## src/hdl/pcc_pkg.sv

```systemverilog
// Shared constants, codes and types of the page cache tag store with clock replacement.
package pcc_pkg;

    // Default geometry, handed down as parameters from the top level.
    localparam int SLOTS_DEFAULT      = 16;
    localparam int PAGE_BITS_DEFAULT  = 20;
    localparam int FRAME_BITS_DEFAULT = 16;

    // Request field and configuration port widths.
    localparam int OP_BITS      = 2;
    localparam int ENTRIES_BITS = 5;
    localparam int CFG_IDX_BITS = 1;
    localparam int CFG_DAT_BITS = 5;

    // Request opcodes.
    localparam logic [OP_BITS-1:0] OP_LOOKUP = 2'd0;
    localparam logic [OP_BITS-1:0] OP_WRITE  = 2'd1;
    localparam logic [OP_BITS-1:0] OP_MARK   = 2'd2;
    localparam logic [OP_BITS-1:0] OP_INSERT = 2'd3;

    // Configuration register indexes.
    localparam logic [CFG_IDX_BITS-1:0] CFG_POLICY  = 1'd0;
    localparam logic [CFG_IDX_BITS-1:0] CFG_ENTRIES = 1'd1;

    // Reset values of the configuration registers.
    localparam logic                    POLICY_RESET  = 1'b0;
    localparam logic [ENTRIES_BITS-1:0] ENTRIES_RESET = 5'd16;

    // Replacement policy codes.
    localparam logic POLICY_CLOCK   = 1'b0;
    localparam logic POLICY_CLOCK_M = 1'b1;

    // Configuration seen by the sequencer.
    typedef struct packed {
        logic                    policy;
        logic [ENTRIES_BITS-1:0] entries;
    } pcc_cfg_t;

endpackage

```

## src/hdl/pcc_tag_ram.sv

```systemverilog
// Tag memory: page number and frame of every slot, one write and one registered read port.
module pcc_tag_ram
    import pcc_pkg::*;
#(
    parameter int DEPTH     = SLOTS_DEFAULT,
    parameter int WIDTH     = PAGE_BITS_DEFAULT + FRAME_BITS_DEFAULT,
    parameter int ADDR_BITS = $clog2(SLOTS_DEFAULT)
)
(
    input  logic                 clk,
    input  logic                 wr_en,
    input  logic [ADDR_BITS-1:0] wr_addr,
    input  logic [WIDTH-1:0]     wr_data,
    input  logic [ADDR_BITS-1:0] rd_addr,
    output logic [WIDTH-1:0]     rd_data
);

    logic [WIDTH-1:0] mem_reg [DEPTH];
    logic [WIDTH-1:0] rd_data_reg;

    always_ff @(posedge clk)
    begin
        if (wr_en)
        begin
            mem_reg[wr_addr] <= wr_data;
        end
    end

    always_ff @(posedge clk)
    begin
        rd_data_reg <= mem_reg[rd_addr];
    end

    assign rd_data = rd_data_reg;

endmodule

```

## src/hdl/pcc_seq.sv

```systemverilog
// Request sequencer: shared tag comparator walk, clock hand sweep, status bits and result register.
module pcc_seq
    import pcc_pkg::*;
#(
    parameter int SLOTS      = SLOTS_DEFAULT,
    parameter int PAGE_BITS  = PAGE_BITS_DEFAULT,
    parameter int FRAME_BITS = FRAME_BITS_DEFAULT,
    parameter int SLOT_BITS  = $clog2(SLOTS_DEFAULT)
)
(
    input  logic                            clk,
    input  logic                            rst_n,
    input  pcc_cfg_t                        cfg,
    input  logic                            req_valid,
    output logic                            req_stall,
    input  logic [OP_BITS-1:0]              opcode,
    input  logic [PAGE_BITS-1:0]            page_number,
    input  logic [FRAME_BITS-1:0]           frame_in,
    output logic [SLOT_BITS-1:0]            mem_rd_addr,
    input  logic [PAGE_BITS+FRAME_BITS-1:0] mem_rd_data,
    output logic                            mem_wr_en,
    output logic [SLOT_BITS-1:0]            mem_wr_addr,
    output logic [PAGE_BITS+FRAME_BITS-1:0] mem_wr_data,
    output logic                            rsp_valid,
    input  logic                            rsp_stall,
    output logic                            hit,
    output logic [SLOT_BITS-1:0]            slot,
    output logic [FRAME_BITS-1:0]           frame_out,
    output logic                            write_back,
    output logic [PAGE_BITS-1:0]            victim_page,
    output logic [FRAME_BITS-1:0]           victim_frame,
    output logic                            miss_fault
);

    localparam int CNT_BITS = SLOT_BITS + 1;
    localparam int CMP_BITS = (CNT_BITS > ENTRIES_BITS) ? CNT_BITS : ENTRIES_BITS;
    localparam int TAG_BITS = PAGE_BITS + FRAME_BITS;

    typedef enum logic [5:0] {
        ST_IDLE   = 6'b000001,
        ST_SEARCH = 6'b000010,
        ST_MISS   = 6'b000100,
        ST_FILL   = 6'b001000,
        ST_SWEEP  = 6'b010000,
        ST_EVICT  = 6'b100000
    } state_t;

    state_t                  state_reg,       state_next;
    logic [OP_BITS-1:0]      op_reg,          op_next;
    logic [PAGE_BITS-1:0]    page_reg,        page_next;
    logic [FRAME_BITS-1:0]   frame_reg,       frame_next;
    logic [SLOT_BITS-1:0]    idx_reg,         idx_next;
    logic [CNT_BITS-1:0]     fill_reg,        fill_next;
    logic [SLOT_BITS-1:0]    hand_reg,        hand_next;
    logic [CNT_BITS-1:0]     pass_cnt_reg,    pass_cnt_next;
    logic                    second_pass_reg, second_pass_next;
    logic [SLOTS-1:0]        use_reg,         use_next;
    logic [SLOTS-1:0]        dirty_reg,       dirty_next;

    logic                    rsp_valid_reg,   rsp_valid_next;
    logic                    hit_reg;
    logic [SLOT_BITS-1:0]    slot_reg;
    logic [FRAME_BITS-1:0]   frame_out_reg;
    logic                    write_back_reg;
    logic [PAGE_BITS-1:0]    victim_page_reg;
    logic [FRAME_BITS-1:0]   victim_frame_reg;
    logic                    miss_fault_reg;

    logic                    res_load;
    logic                    res_hit;
    logic [SLOT_BITS-1:0]    res_slot;
    logic [FRAME_BITS-1:0]   res_frame;
    logic                    res_wb;
    logic [PAGE_BITS-1:0]    res_vpage;
    logic [FRAME_BITS-1:0]   res_vframe;
    logic                    res_fault;

    logic [CMP_BITS-1:0]     entries_ext;
    logic [CNT_BITS-1:0]     active_n;
    logic [PAGE_BITS-1:0]    rd_page;
    logic [FRAME_BITS-1:0]   rd_frame;
    logic                    tag_match;
    logic [CNT_BITS-1:0]     idx_inc;
    logic [CNT_BITS-1:0]     hand_inc;
    logic [SLOT_BITS-1:0]    hand_adv;
    logic [CNT_BITS-1:0]     pass_inc;
    logic                    load_ok;
    logic                    cur_use;
    logic                    cur_dirty;

    // Active slot count, clamped to one through SLOTS.
    always_comb
    begin
        entries_ext = CMP_BITS'(cfg.entries);
        if (entries_ext == '0)
        begin
            active_n = CNT_BITS'(1);
        end
        else if (entries_ext > CMP_BITS'(SLOTS))
        begin
            active_n = CNT_BITS'(SLOTS);
        end
        else
        begin
            active_n = CNT_BITS'(entries_ext);
        end
    end

    assign rd_page   = mem_rd_data[TAG_BITS-1:FRAME_BITS];
    assign rd_frame  = mem_rd_data[FRAME_BITS-1:0];
    assign tag_match = (rd_page == page_reg);
    assign idx_inc   = {1'b0, idx_reg} + CNT_BITS'(1);
    assign hand_inc  = {1'b0, hand_reg} + CNT_BITS'(1);
    assign hand_adv  = (hand_inc == active_n) ? '0 : hand_inc[SLOT_BITS-1:0];
    assign pass_inc  = pass_cnt_reg + CNT_BITS'(1);
    assign load_ok   = !rsp_valid_reg || !rsp_stall;
    assign cur_use   = use_reg[hand_reg];
    assign cur_dirty = dirty_reg[hand_reg];

    assign req_stall = (state_reg != ST_IDLE);

    always_comb
    begin
        state_next       = state_reg;
        op_next          = op_reg;
        page_next        = page_reg;
        frame_next       = frame_reg;
        idx_next         = idx_reg;
        fill_next        = fill_reg;
        hand_next        = hand_reg;
        pass_cnt_next    = pass_cnt_reg;
        second_pass_next = second_pass_reg;
        use_next         = use_reg;
        dirty_next       = dirty_reg;
        mem_wr_en        = 1'b0;
        mem_wr_addr      = hand_reg;
        mem_wr_data      = {page_reg, frame_reg};
        res_load         = 1'b0;
        res_hit          = 1'b0;
        res_slot         = '0;
        res_frame        = '0;
        res_wb           = 1'b0;
        res_vpage        = '0;
        res_vframe       = '0;
        res_fault        = 1'b0;

        unique case (state_reg)
            ST_IDLE:
            begin
                if (req_valid)
                begin
                    op_next    = opcode;
                    page_next  = page_number;
                    frame_next = frame_in;
                    idx_next   = '0;
                    if (opcode != OP_INSERT)
                    begin
                        state_next = (fill_reg == '0) ? ST_MISS : ST_SEARCH;
                    end
                    else if (fill_reg < active_n)
                    begin
                        state_next = ST_FILL;
                    end
                    else
                    begin
                        if ({1'b0, hand_reg} >= active_n)
                        begin
                            hand_next = '0;
                        end
                        pass_cnt_next    = '0;
                        second_pass_next = 1'b0;
                        state_next       = ST_SWEEP;
                    end
                end
            end

            ST_SEARCH:
            begin
                if (tag_match)
                begin
                    if (load_ok)
                    begin
                        res_load  = 1'b1;
                        res_hit   = 1'b1;
                        res_slot  = idx_reg;
                        res_frame = rd_frame;
                        if (op_reg == OP_LOOKUP || op_reg == OP_WRITE)
                        begin
                            use_next[idx_reg] = 1'b1;
                        end
                        if (op_reg == OP_WRITE || op_reg == OP_MARK)
                        begin
                            dirty_next[idx_reg] = 1'b1;
                        end
                        state_next = ST_IDLE;
                    end
                end
                else if (idx_inc == fill_reg)
                begin
                    state_next = ST_MISS;
                end
                else
                begin
                    idx_next = idx_inc[SLOT_BITS-1:0];
                end
            end

            ST_MISS:
            begin
                if (load_ok)
                begin
                    res_load   = 1'b1;
                    res_fault  = (op_reg == OP_WRITE);
                    state_next = ST_IDLE;
                end
            end

            ST_FILL:
            begin
                if (load_ok)
                begin
                    res_load    = 1'b1;
                    res_slot    = fill_reg[SLOT_BITS-1:0];
                    mem_wr_en   = 1'b1;
                    mem_wr_addr = fill_reg[SLOT_BITS-1:0];
                    use_next[fill_reg[SLOT_BITS-1:0]]   = 1'b1;
                    dirty_next[fill_reg[SLOT_BITS-1:0]] = 1'b0;
                    fill_next   = fill_reg + CNT_BITS'(1);
                    state_next  = ST_IDLE;
                end
            end

            ST_SWEEP:
            begin
                if (cfg.policy == POLICY_CLOCK)
                begin
                    if (!cur_use)
                    begin
                        state_next = ST_EVICT;
                    end
                    else
                    begin
                        use_next[hand_reg] = 1'b0;
                        hand_next          = hand_adv;
                    end
                end
                else if (!second_pass_reg)
                begin
                    // First pass looks for a slot that is neither used nor modified.
                    if (!cur_use && !cur_dirty)
                    begin
                        state_next = ST_EVICT;
                    end
                    else
                    begin
                        hand_next = hand_adv;
                        if (pass_inc == active_n)
                        begin
                            second_pass_next = 1'b1;
                            pass_cnt_next    = '0;
                        end
                        else
                        begin
                            pass_cnt_next = pass_inc;
                        end
                    end
                end
                else
                begin
                    // Second pass takes an unused modified slot and clears use bits.
                    if (!cur_use && cur_dirty)
                    begin
                        state_next = ST_EVICT;
                    end
                    else
                    begin
                        use_next[hand_reg] = 1'b0;
                        hand_next          = hand_adv;
                        if (pass_inc == active_n)
                        begin
                            second_pass_next = 1'b0;
                            pass_cnt_next    = '0;
                        end
                        else
                        begin
                            pass_cnt_next = pass_inc;
                        end
                    end
                end
            end

            ST_EVICT:
            begin
                if (load_ok)
                begin
                    res_load   = 1'b1;
                    res_slot   = hand_reg;
                    res_wb     = cur_dirty;
                    res_vpage  = rd_page;
                    res_vframe = rd_frame;
                    mem_wr_en  = 1'b1;
                    use_next[hand_reg]   = 1'b1;
                    dirty_next[hand_reg] = 1'b0;
                    hand_next  = hand_adv;
                    state_next = ST_IDLE;
                end
            end

            default:
            begin
                state_next = ST_IDLE;
            end
        endcase
    end

    // The read address follows the slot that the next cycle examines.
    assign mem_rd_addr = (state_reg == ST_SWEEP || state_reg == ST_EVICT) ? hand_next : idx_next;

    always_comb
    begin
        if (res_load)
        begin
            rsp_valid_next = 1'b1;
        end
        else if (!rsp_stall)
        begin
            rsp_valid_next = 1'b0;
        end
        else
        begin
            rsp_valid_next = rsp_valid_reg;
        end
    end

    always_ff @(posedge clk or negedge rst_n)
    begin
        if (!rst_n)
        begin
            state_reg       <= ST_IDLE;
            fill_reg        <= '0;
            hand_reg        <= '0;
            pass_cnt_reg    <= '0;
            second_pass_reg <= 1'b0;
            use_reg         <= '0;
            dirty_reg       <= '0;
            rsp_valid_reg   <= 1'b0;
        end
        else
        begin
            state_reg       <= state_next;
            fill_reg        <= fill_next;
            hand_reg        <= hand_next;
            pass_cnt_reg    <= pass_cnt_next;
            second_pass_reg <= second_pass_next;
            use_reg         <= use_next;
            dirty_reg       <= dirty_next;
            rsp_valid_reg   <= rsp_valid_next;
        end
    end

    always_ff @(posedge clk)
    begin
        op_reg    <= op_next;
        page_reg  <= page_next;
        frame_reg <= frame_next;
        idx_reg   <= idx_next;
        if (res_load)
        begin
            hit_reg          <= res_hit;
            slot_reg         <= res_slot;
            frame_out_reg    <= res_frame;
            write_back_reg   <= res_wb;
            victim_page_reg  <= res_vpage;
            victim_frame_reg <= res_vframe;
            miss_fault_reg   <= res_fault;
        end
    end

    assign rsp_valid    = rsp_valid_reg;
    assign hit          = hit_reg;
    assign slot         = slot_reg;
    assign frame_out    = frame_out_reg;
    assign write_back   = write_back_reg;
    assign victim_page  = victim_page_reg;
    assign victim_frame = victim_frame_reg;
    assign miss_fault   = miss_fault_reg;

    a_fill_bounded: assert property (@(posedge clk) disable iff (!rst_n)
        fill_reg <= CNT_BITS'(SLOTS))
        else $error("fill count exceeds the slot count");

    a_search_in_filled: assert property (@(posedge clk) disable iff (!rst_n)
        state_reg == ST_SEARCH |-> {1'b0, idx_reg} < fill_reg)
        else $error("tag walk left the filled slots");

    a_hand_in_range: assert property (@(posedge clk) disable iff (!rst_n)
        state_reg == ST_SWEEP |-> {1'b0, hand_reg} < active_n)
        else $error("clock hand outside the active slots during a sweep");

    a_victim_unused: assert property (@(posedge clk) disable iff (!rst_n)
        state_reg == ST_EVICT |-> !use_reg[hand_reg])
        else $error("victim slot still has its use bit set");

    a_fault_no_hit: assert property (@(posedge clk) disable iff (!rst_n)
        rsp_valid_reg && miss_fault_reg |-> !hit_reg)
        else $error("result reports a hit and a write miss at once");

endmodule

```

## src/hdl/page_cache_clock_replacement.sv

```systemverilog
// Top level of the page cache tag store: configuration registers, tag memory and sequencer.
//
// Requests enter on req_valid/req_stall with opcode, page_number and frame_in; an item is
// taken at a clock edge with req_valid high and req_stall low. Every request gives exactly
// one result item on rsp_valid/rsp_stall. Configuration is written on cfg_valid/cfg_ready
// (cfg_ready is always high): index 0 selects the policy, index 1 the active slot count.
//
// One request is worked at a time; req_stall is high from acceptance until its result is
// loaded into the result register. A single tag comparator walks the filled slots one per
// cycle until a lookup, write or mark hits a slot or misses after the last filled slot. An
// eviction walks the clock hand one slot per cycle over the status bits, under plain clock
// or the enhanced policy, until it finds a victim among the active slots. A new request
// can be accepted while the previous result still waits in the result register; if the
// receiver stalls, the sequencer holds in its final step until the register frees up.
// Reset clears the use and modified bits, the fill count and the hand; tag contents are
// meaningless until a slot is filled, which needs no clearing pass.
module page_cache_clock_replacement
    import pcc_pkg::*;
#(
    parameter int SLOTS      = SLOTS_DEFAULT,
    parameter int PAGE_BITS  = PAGE_BITS_DEFAULT,
    parameter int FRAME_BITS = FRAME_BITS_DEFAULT,
    parameter int SLOT_BITS  = $clog2(SLOTS)
)
(
    input  logic                    clk,
    input  logic                    rst_n,

    input  logic                    cfg_valid,
    output logic                    cfg_ready,
    input  logic [CFG_IDX_BITS-1:0] cfg_index,
    input  logic [CFG_DAT_BITS-1:0] cfg_data,

    input  logic                    req_valid,
    output logic                    req_stall,
    input  logic [OP_BITS-1:0]      opcode,
    input  logic [PAGE_BITS-1:0]    page_number,
    input  logic [FRAME_BITS-1:0]   frame_in,

    output logic                    rsp_valid,
    input  logic                    rsp_stall,
    output logic                    hit,
    output logic [SLOT_BITS-1:0]    slot,
    output logic [FRAME_BITS-1:0]   frame_out,
    output logic                    write_back,
    output logic [PAGE_BITS-1:0]    victim_page,
    output logic [FRAME_BITS-1:0]   victim_frame,
    output logic                    miss_fault
);

    localparam int TAG_BITS = PAGE_BITS + FRAME_BITS;

    // Configuration registers. Writes must only be issued while the block is idle, so the
    // sequencer sees a steady value during a request; the block itself does not enforce this.
    logic                    policy_reg,  policy_next;
    logic [ENTRIES_BITS-1:0] entries_reg, entries_next;
    pcc_cfg_t                cfg;

    logic [SLOT_BITS-1:0]    mem_rd_addr;
    logic [TAG_BITS-1:0]     mem_rd_data;
    logic                    mem_wr_en;
    logic [SLOT_BITS-1:0]    mem_wr_addr;
    logic [TAG_BITS-1:0]     mem_wr_data;

    assign cfg_ready = 1'b1;

    always_comb
    begin
        policy_next  = policy_reg;
        entries_next = entries_reg;
        if (cfg_valid && cfg_ready)
        begin
            unique case (cfg_index)
                CFG_POLICY:  policy_next  = cfg_data[0];
                CFG_ENTRIES: entries_next = cfg_data[ENTRIES_BITS-1:0];
            endcase
        end
    end

    always_ff @(posedge clk or negedge rst_n)
    begin
        if (!rst_n)
        begin
            policy_reg  <= POLICY_RESET;
            entries_reg <= ENTRIES_RESET;
        end
        else
        begin
            policy_reg  <= policy_next;
            entries_reg <= entries_next;
        end
    end

    assign cfg.policy  = policy_reg;
    assign cfg.entries = entries_reg;

    // Page number and frame of each slot live in a single-port-read memory.
    pcc_tag_ram #(
        .DEPTH     (SLOTS),
        .WIDTH     (TAG_BITS),
        .ADDR_BITS (SLOT_BITS)
    ) u_tag_ram (
        .clk     (clk),
        .wr_en   (mem_wr_en),
        .wr_addr (mem_wr_addr),
        .wr_data (mem_wr_data),
        .rd_addr (mem_rd_addr),
        .rd_data (mem_rd_data)
    );

    // The sequencer owns the status bits, the fill count, the clock hand and the result.
    pcc_seq #(
        .SLOTS      (SLOTS),
        .PAGE_BITS  (PAGE_BITS),
        .FRAME_BITS (FRAME_BITS),
        .SLOT_BITS  (SLOT_BITS)
    ) u_seq (
        .clk          (clk),
        .rst_n        (rst_n),
        .cfg          (cfg),
        .req_valid    (req_valid),
        .req_stall    (req_stall),
        .opcode       (opcode),
        .page_number  (page_number),
        .frame_in     (frame_in),
        .mem_rd_addr  (mem_rd_addr),
        .mem_rd_data  (mem_rd_data),
        .mem_wr_en    (mem_wr_en),
        .mem_wr_addr  (mem_wr_addr),
        .mem_wr_data  (mem_wr_data),
        .rsp_valid    (rsp_valid),
        .rsp_stall    (rsp_stall),
        .hit          (hit),
        .slot         (slot),
        .frame_out    (frame_out),
        .write_back   (write_back),
        .victim_page  (victim_page),
        .victim_frame (victim_frame),
        .miss_fault   (miss_fault)
    );

endmodule
```

## config.mk

```make
export PLATFORM = sky130hd
export DESIGN_NAME = page_cache_clock_replacement
export DESIGN_NICKNAME = d
export VERILOG_FILES = /design/src/hdl/pcc_pkg.sv /design/src/hdl/pcc_tag_ram.sv /design/src/hdl/pcc_seq.sv /design/src/hdl/page_cache_clock_replacement.sv
export SDC_FILE = /design/constraint.sdc
export NUM_CORES = 1
export LEC_CHECK = 0
export ABC_AREA = 0
export BUFFER_PORTS_ARGS = -buffer_cell sky130_fd_sc_hd__buf_4
export CORE_MARGIN = 3
export CORE_UTILIZATION = 45
export CTS_BUF_LIST = sky130_fd_sc_hd__clkbuf_8
export CTS_CLUSTER_DIAMETER = 200
export DETAILED_ROUTE_END_ITERATION = 12
export GPL_ROUTABILITY_DRIVEN = 0
export MAX_ROUTING_LAYER = met4
export PLACE_DENSITY = 0.61
export SLEW_MARGIN = 20
export SYNTH_ARGS = -nofsm -noshare
export SYNTH_HDL_FRONTEND = slang
export SYNTH_SLANG_ARGS = --single-unit
```

## constraint.sdc

```tcl
create_clock -name clk -period 8.35 [get_ports clk]
set_input_delay 0.4175 -clock clk [delete_from_list [all_inputs] [get_ports clk]]
set_output_delay 0.4175 -clock clk [all_outputs]
set_load 0.02 [all_outputs]
```

==> metrics.md <==
| Metric | Value |
|---|---|
| Most frequent cells in the layout | `edfxtp_1 (673), mux2i_1 (254), nand2_1 (205)` |
| Final hold violations | `0` |
| Die X-Extent | `290 um` |
| Top-level I/O count | `111` |
| H-tree depth | `4` |
| Clk pin slew, worst setup/hold paths | `0.06 ns` |
| Hold_sp | `cfg_valid` |
| Delay of the slowest critical-path stage | `0.87 ns` |
| Most frequent CP cell | `buf_4` |
| Global-route wire length before repair | `167,000 um` |
| Hold Crit Endpoint | `entries_reg[4]` |
| Critical Path Sink Type | `flip-flop` |
| Reg-to-Reg End | `u_tag_ram.rd_data[4]` |
| Worst EP arrival | `6.77 ns` |
| Synth cell types | `74` |
| P_leak | `13.3 nW` |
| Remaining global-route overflow | `0` |
| Final setup viols | `0` |
| # rows | `103` |
| Startpoint Class | `flip-flop` |
| Status | `finished, final reports clean` |
| Period utilization | `0.735` |
| Total GRT Usage | `0.268` |
| CTS Buf Count | `135` |
| Mapped Nets | `2,749` |
| Root buffer cell | `clkbuf_8` |
| CP top delay family | `buffers and inverters` |
| Yosys reg bits | `773` |
| RSZ-0062 raised after global routing | `no` |
| Async set-or-reset flop fraction in the synthesized netlist | `0.0776` |
| Port Buffer Count | `109` |
| Sw Pwr | `3.63 mW` |
| Vias per cell | `6.61` |
| Critical path cell sequence | `clkinv_1 > ha_1 > nor3b_1 > o21ai_0 > a41oi_1 > a211oi_4 > buf_4 > o211ai_1 > buf_4 > o21a_4 > buf_4 > mux2_4 > o2111a_1 > or4_1` |
| Die height | `290 um` |
| Initial antenna violation count | `4` |
| Sequential element share of the synthesized area | `0.620` |
| Worst r2r src | `u_seq.hand_reg[0]` |
| Final Cell Area | `0.0410 mm^2` |
| Fillers | `6,616` |
| GRT met2 Usage | `0.406` |
| Hold WS | `0.134 ns` |
| Netlist Area Pre-Place | `0.0363 mm^2` |
| Number of flip-flops in the largest register | `576` |
| Clk_skew | `0.0414 ns` |
| Largest net degree at the start of global routing | `182` |
| CTS Buffer Depth | `3` |
| Max Cap Violations | `0` |
| Final max-slew violation count | `0` |
| Cell-internal power | `7.17 mW` |
| DP HPWL | `58,500 um` |
| Core area | `0.0795 mm^2` |
| Area after DPL | `0.0380 mm^2` |
| Area growth, synth to finish | `12.9%` |
| Min-Delay Path Depth | `3` |
| Post-CTS setup buffer count | `0` |
| Number of enable flip-flop cells after synthesis | `673` |
| R2R depth | `14` |
| Max FO, Critical Path | `57` |
| Minimum clock period | `6.14 ns` |
| Peak supply drop | `0.174 mV` |
| Global Route met3 Usage | `0.0414` |
| DRC viols | `0` |
| Drt initial violations | `2,913` |
| Vias in the first global route | `26,000` |
| Synth warnings | `0` |
| Wirelength, routed | `113,000 um` |
| Antenna Nets Post-Route | `0` |
| Layout cells sized above 1 | `0.162` |
| Crit path buf inv count | `4` |
| CTS tree | `done` |
| Clk pwr share | `0.306` |
| Die area | `0.0842 mm^2` |
| WS Path Type | `flip-flop to flip-flop` |
| Max frequency | `0.163 GHz` |
| Slowest-stage cell, CP | `dfrtp_1` |
| Most common cell after layout, fill and taps aside | `edfxtp_1` |
| Pwr dens | `263 mW/mm^2` |
| Routed len/inst | `28.7 um` |
| Top_reg_cell synth | `edfxtp_1` |
| Slew @ Worst Pin | `1.07 ns` |
| Initial Util | `0.457` |
| Via count | `25,900` |
| Switching Fraction | `0.336` |
| Drt pass-1 iters | `7` |
| Top Usage Layer GRT | `met2` |
| Worst reg-to-reg setup slack | `2.21 ns` |
| WP data required | `8.98 ns` |
| Average cell area after synthesis | `13.6 um^2` |
| Clk_lat worst skew | `0.78 ns` |
| Post-synthesis cell count | `2,677` |
| Reg power frac | `0.467` |
| Relative slew slack | `0.288` |
| Grt met1 use | `0.367` |
| Accumulated negative setup slack | `0 ns` |
| Layout Nets | `2,831` |
| Logic pwr share | `0.227` |
| Clock Sinks | `773` |
| HP Class | `primary input to flip-flop` |
-- worst max-delay path by stage --
stage                             startpoint                    to  cells after the start
after floorplan           u_seq.state_reg[1]    u_seq.frame_out[0]                      6
after global placement     u_seq.hand_reg[0]  u_tag_ram.rd_data[5]                     14
after detailed placement   u_seq.hand_reg[0]  u_tag_ram.rd_data[4]                     14
after CTS                  u_seq.hand_reg[0]  u_tag_ram.rd_data[4]                     14
after global routing       u_seq.hand_reg[0]  u_tag_ram.rd_data[1]                     14
final                      u_seq.hand_reg[0]  u_tag_ram.rd_data[4]                     14
-- worst reg2reg max path: cells and delay by family (launching register included) --
kind                     cells  cell delay, ns
AO/OA/AOI/OAI                6            1.47
adder cells (fa/ha/maj)      1            0.49
buffers and inverters        4            2.03
flip-flops                   1            0.87
multiplexers                 1            0.41
AND/OR/NAND/NOR              2            0.71
-- kinds of logic (layout without fill, tap and decap cells) --
family / count (synthesis) / in the layout / synth area share
AO/OA/AOI/OAI: 634 / 634 / 0.143
XOR/XNOR: 41 / 41 / 0.0106
adder cells (fa/ha/maj): 23 / 23 / 0.00792
buffers and inverters: 305 / 496 / 0.0375
flip-flops: 773 / 773 / 0.620
multiplexers: 338 / 338 / 0.100
other: 1 / 3 / 0.000103
AND/OR/NAND/NOR: 562 / 562 / 0.0811
-- per-stage QoR --
step	power (mW)	cells	util	setup WS (ns)
2_1_floorplan	6.56	2677	-	3.47
3_3_place_gp	7.46	3627	0.478	2.47
3_5_place_dp	7.50	3627	0.478	2.40
4_1_cts	10.8	3918	0.516	2.36
5_1_grt	11.2	3919	0.516	2.15
6_report	10.8	3920	0.516	2.21
-- power groups by stage --
stage	logic, mW	clock network (mW)	registers [mW]
after floorplan	1.69	0	4.88
after global placement	2.36	0	5.10
after detailed placement	2.39	0	5.11
after CTS	2.42	3.37	5.03
after global routing	2.61	3.57	5.07
final	2.45	3.31	5.04
-- cell type report --
class,count,area [um^2],area share
sequential,773,22500,0.549
multi-input combinational,1599,12700,0.310
clock buffer,147,2020,0.0493
timing repair buffer,209,1760,0.0428
tap,1050,1310,0.0320
clock inverter,99,533,0.0130
inverter,41,156,0.00381
antenna,2,5.00,0.000122
-- cell usage after synthesis (24+ instances only) --
master | number | share of area
a2111oi_0 | 187 | 0.045
o211ai_1 | 35 | 0.0072
nand2_1 | 207 | 0.021
nor2_1 | 49 | 0.0051
o21ai_0 | 50 | 0.0069
o2111ai_1 | 181 | 0.044
mux2_2 | 48 | 0.015
inv_1 | 39 | 0.0040
xor2_1 | 24 | 0.0058
a2111o_1 | 29 | 0.0090
edfxtp_1 | 673 | 0.56
and3_1 | 149 | 0.026
dfrtp_1 | 58 | 0.040
clkbuf_1 | 208 | 0.021
dfxtp_1 | 40 | 0.022
mux2i_1 | 256 | 0.071
or4_1 | 24 | 0.0050
a21oi_1 | 48 | 0.0066
-- repair_timing --
item,CTS,global route
resized for setup,0,0
setup endpoints to repair,0,0
hold endpoints to repair,103,0
hold buffers,45,0
-- metal layers --
metal	wire length, um	part of all wire
met5	0	0
met4	3370	0.030
met3	9520	0.084
met2	51700	0.46
met1	48100	0.43
Power figures use the tool's default switching activity.
